### src/sv/aesd_ram.sv
// ----------------------------------------------------------------------------
// aesd_ram: generic single-port-write, single-port-read RAM
// Read data is registered.
// ----------------------------------------------------------------------------
module aesd_ram #(
	parameter int unsigned WIDTH = 128,
	parameter int unsigned DEPTH = 11
) (
	input  logic                     clk,
	input  logic                     we,
	input  logic [$clog2(DEPTH)-1:0] waddr,
	input  logic [WIDTH-1:0]         wdata,
	input  logic [$clog2(DEPTH)-1:0] raddr,
	output logic [WIDTH-1:0]         rdata
);

	logic [WIDTH-1:0] mem_q [DEPTH];

	// write port
	always_ff @(posedge clk) begin
		if (we) begin
			mem_q[waddr] <= wdata;
		end
	end

	// registered read port
	always_ff @(posedge clk) begin
		rdata <= mem_q[raddr];
	end

endmodule

### config.mk
export PLATFORM = sky130hd
export DESIGN_NAME = aesd_ram
export DESIGN_NICKNAME = d
export VERILOG_FILES = /design/src/sv/aesd_ram.sv
export SDC_FILE = /design/constraint.sdc
export NUM_CORES = 1
export LEC_CHECK = 0
export BUFFER_PORTS_ARGS = -buffer_cell sky130_fd_sc_hd__buf_2
export CORE_MARGIN = 4
export CORE_UTILIZATION = 29
export CTS_CLUSTER_DIAMETER = 60
export DETAILED_ROUTE_END_ITERATION = 10
export GPL_TIMING_DRIVEN = 0
export RECOVER_POWER = 100
export REMOVE_ABC_BUFFERS = 1
export SETUP_SLACK_MARGIN = 0.5
export SYNTH_ARGS = -nofsm -noshare
export SYNTH_HDL_FRONTEND = slang
export SYNTH_SLANG_ARGS = --single-unit
### constraint.sdc
create_clock -name clk -period 37.4 [get_ports clk]
set_clock_uncertainty 0.1 [all_clocks]
set_input_delay 7.48 -clock clk [delete_from_list [all_inputs] [get_ports clk]]
set_output_delay 7.48 -clock clk [all_outputs]
set_load 0.02 [all_outputs]
After elaboration in Yosys (flattened, before gate mapping). Memory sizes are Yosys's and may differ from the RTL's. A register that Yosys moved wholly into a read port is not among the register bits. Index checks and enable logic that the tools add are counted.

Register bits after elaboration: 0. Bits in writable memories: 1408. Bits of input ports: 138. Memories: 1.

Muxes and demuxes: 2.

Memories: mem_q (depth 11, bits a word 128, rd ports 1, clocked after Yosys merged registers in 1, write ports 1, RTL line 17) `logic [WIDTH-1:0] mem_q [DEPTH];`.

Operators by type and width (number): 2-to-1 mux 1 bit (2).

Depth between registers and ports, before layout.
Depth in word-level cells: 2. Mapped depth: 6. Mapped depth without buffers: 3.

Least setup slack after synthesis. OpenSTA, ideal clock, no wires.

Path type: input-to-reg. Start: input waddr[3]. End: memory mem_q[0][0], enable pin. Setup time: 774 ps. Arrival: 16634 ps. Required time: 36526 ps. Setup slack: 19892 ps. Stages on the path: 2. Buffers on the path: 0. Path through: or3b_2 nor3_1.

RTL lines: start, declared (RTL line 11) `input logic [$clog2(DEPTH)-1:0] waddr,`; end, declared (RTL line 17).

Straight into the memory's write port.

==> out/results.tsv <==
metric	value	unit
ctsResizeCount	0	
synth-seq-cells	1536	
final_util	34.3	%
cts_tree	yes	
min_path_type	register to register	
drt_iter0_markers	1986	
grt_setup_unrepaired	no	
required	37.95	ns
synth_top_area_cell	edfxtp_1	
path_buf_inv	3	
drv_cap	43	
grt_max_degree	115	
grt_usage	13.2	%
outcome	finished with violations	
tns	0	ns
timing.rr.start	mem_q[3][92]	
cts_setup_buffers	0	
syn_inst	3021	
min_delay_path_depth	3	
clock.fmax	53.3	MHz
worst_slew_pin_slew	6.40	ns
powerDensity	56.4	nW/um^2
ff2ff_setup_slack	36.02	ns
cpPeakStageDelay	4.56	ns
total_power	0.00382	W
synth.top_cell.area_share	73.6	%
reg2regPathDepth	3	
dp_hpwl	85200	microns
numCtsBuffers	167	
wl_per_cell	22.4	microns
clock-sinks	1536	
layout-drive-gt1-share	18.9	%
crit_path_end_kind	register	
synth_area	57500	sq um
core_area	197000	sq um
maxSlewViolCount	1006	
initial_core_util	29.1	%
die_area	205000	sq um
drt-vias-per-instance	4.62	
critical_path.max_fanout	114	
cp-start-kind	primary input	
critical_path.startpoint	raddr[1]	
insertion_delay	0.81	ns
cts_root_buf	clkbuf_16	
peakVddDrop	0.0401	mV
path_depth	6	
cts_buffer_depth	3	
instances_no_fill	6215	
detail-route-antenna-nets	0	
rr_endpoint	rdata[92]	
critPathSlowestCell	clkbuf_1	
grt_pass1_wl	201000	microns
final_common_cell	edfxtp_1	
layout_common_cells	1408 x edfxtp_1, 415 x clkbuf_1, 384 x mux2_2, 256 x mux2i_1, 170 x clkbuf_16	
firstDrtPassIters	5	
ys_top_cells_by_area	edfxtp_1 74%, mux2_2 7.5%, dfxtp_1 4.5%, mux2i_1 4.5%, a22o_1 2.0%	
die_w	453	microns
clk_pin_slew	0.06	ns
critical_path.top_delay_family	buffers and inverters	
port-buffer-count	265	
die_y	453	microns
num_rows	163	
io_pins	266	
yosys_warnings	0	
place.gp.congestion	0.663	
grt_overflow	0	
endpoint	rdata[40]	
hold_violations	0	
dp_cells	5890	
cts_hold_buf	0	
synth_cell_types	20	
final_nets	3557	
critPathKind	primary input to register	
post-route-period-util	50.2	%
drc	0	
grt_pass1_vias	29000	
antenna_found_initial	16	
p_leak	21.8	nW
via_count	28700	
relSlewSlack	-326	%
ys_seq_area_share	78.0	%
cts_max_level	4	
wl	139000	microns
cp_cell_sequence	clkbuf_1, clkbuf_1, nand2_1, clkbuf_1, o22ai_1, o31ai_1	
cp.arrival	19.33	ns
postSynthAreaPerCell	19.0	sq um
area_growth	17.8	%
setup_violations	0	
period_minus_slack	18.78	ns
crit_top_cell	clkbuf_1	
violations	max-capacitance violations, max-slew violations	
[synth_stat cells (all sizes together)]
library cell	number
edfxtp	1408
mux2	384
mux2i	256
nand2b	131
a22o	128
dfxtp	128
o211ai	128
o22ai	128
o31ai	128
clkbuf	93
buf	91
nor2	9
nor3	3
nand2	2
nand3b	2
nor2b	1
or3b	1
[worst register-to-register path, stage by stage (launching register included)]
cell	delay, ns
edfxtp_1	0.32
mux2i_1	0.07
a22o_1	0.26
o31ai_1	0.46
[state kept, by name (all words and copies together) (netlist names)]
| name | flops |
|---|---|
| mem_q | 1408 |
| rdata | 128 |
[worst min path at each step]
stage                   startpoint    endpoint  slack [ns]
finish               mem_q[10][69]   rdata[69]        0.46
global route          mem_q[10][0]    rdata[0]        0.50
CTS                 mem_q[10][120]  rdata[120]        0.46
detailed placement   mem_q[10][69]   rdata[69]        0.45
global placement     mem_q[10][25]   rdata[25]        0.45
floorplan             mem_q[10][0]    rdata[0]        0.44
[layout make-up]
type                            count  area [sq um]
Tap cell                         2640          3300
Antenna cell                       11          27.5
Multi-Input combinational cell   1301         11700
Clock buffer                      217          4570
Clock inverter                     97          1190
Sequential cell                  1536         44800
Fill cell                       18700        130000
Timing Repair Buffer              413          2110
[logic make-up after synthesis]
logic type      synth area share (%)
compound gates                  6.69
buf+inv                         1.71
mux                             12.0
simple gates                    1.58
flops                           78.0
[per-layer routing]
layer | GRT usage (%) | routed length (microns) | share of wire [%] | vias to the layer above
met1 | 16.6 | 58300 | 42 | 14800
met2 | 23.2 | 71300 | 51 | 629
li1 | - | - | - | 13000
met3 | 2.47 | 5910 | 4.2 | 219
met4 | 3.97 | 3550 | 2.6 | 2
met5 | 0 | 8 | 0.0058 | -
[metrics by stage]
step | hold WS (ns) | setup WS (ns) | area (sq um)
after global routing | 0.499 | 17.78 | 67700
final | 0.462 | 18.63 | 67700
after detailed placement | 0.454 | 26.78 | 63900
after floorplan | 0.439 | 19.89 | 56500
after global placement | 0.454 | 4.35 | 61100
after CTS | 0.460 | 27.66 | 69700
[power by group]
group / switching (W) / internal (W) / total (W) / leakage, nW
clock: 0.000695 / 0.000994 / 0.00169 / 2.79
sequential: 0.0000116 / 0.00192 / 0.00193 / 13.8
combinational: 0.000130 / 0.0000675 / 0.000197 / 5.17
Note: power is estimated with default switching activity, not from simulation.
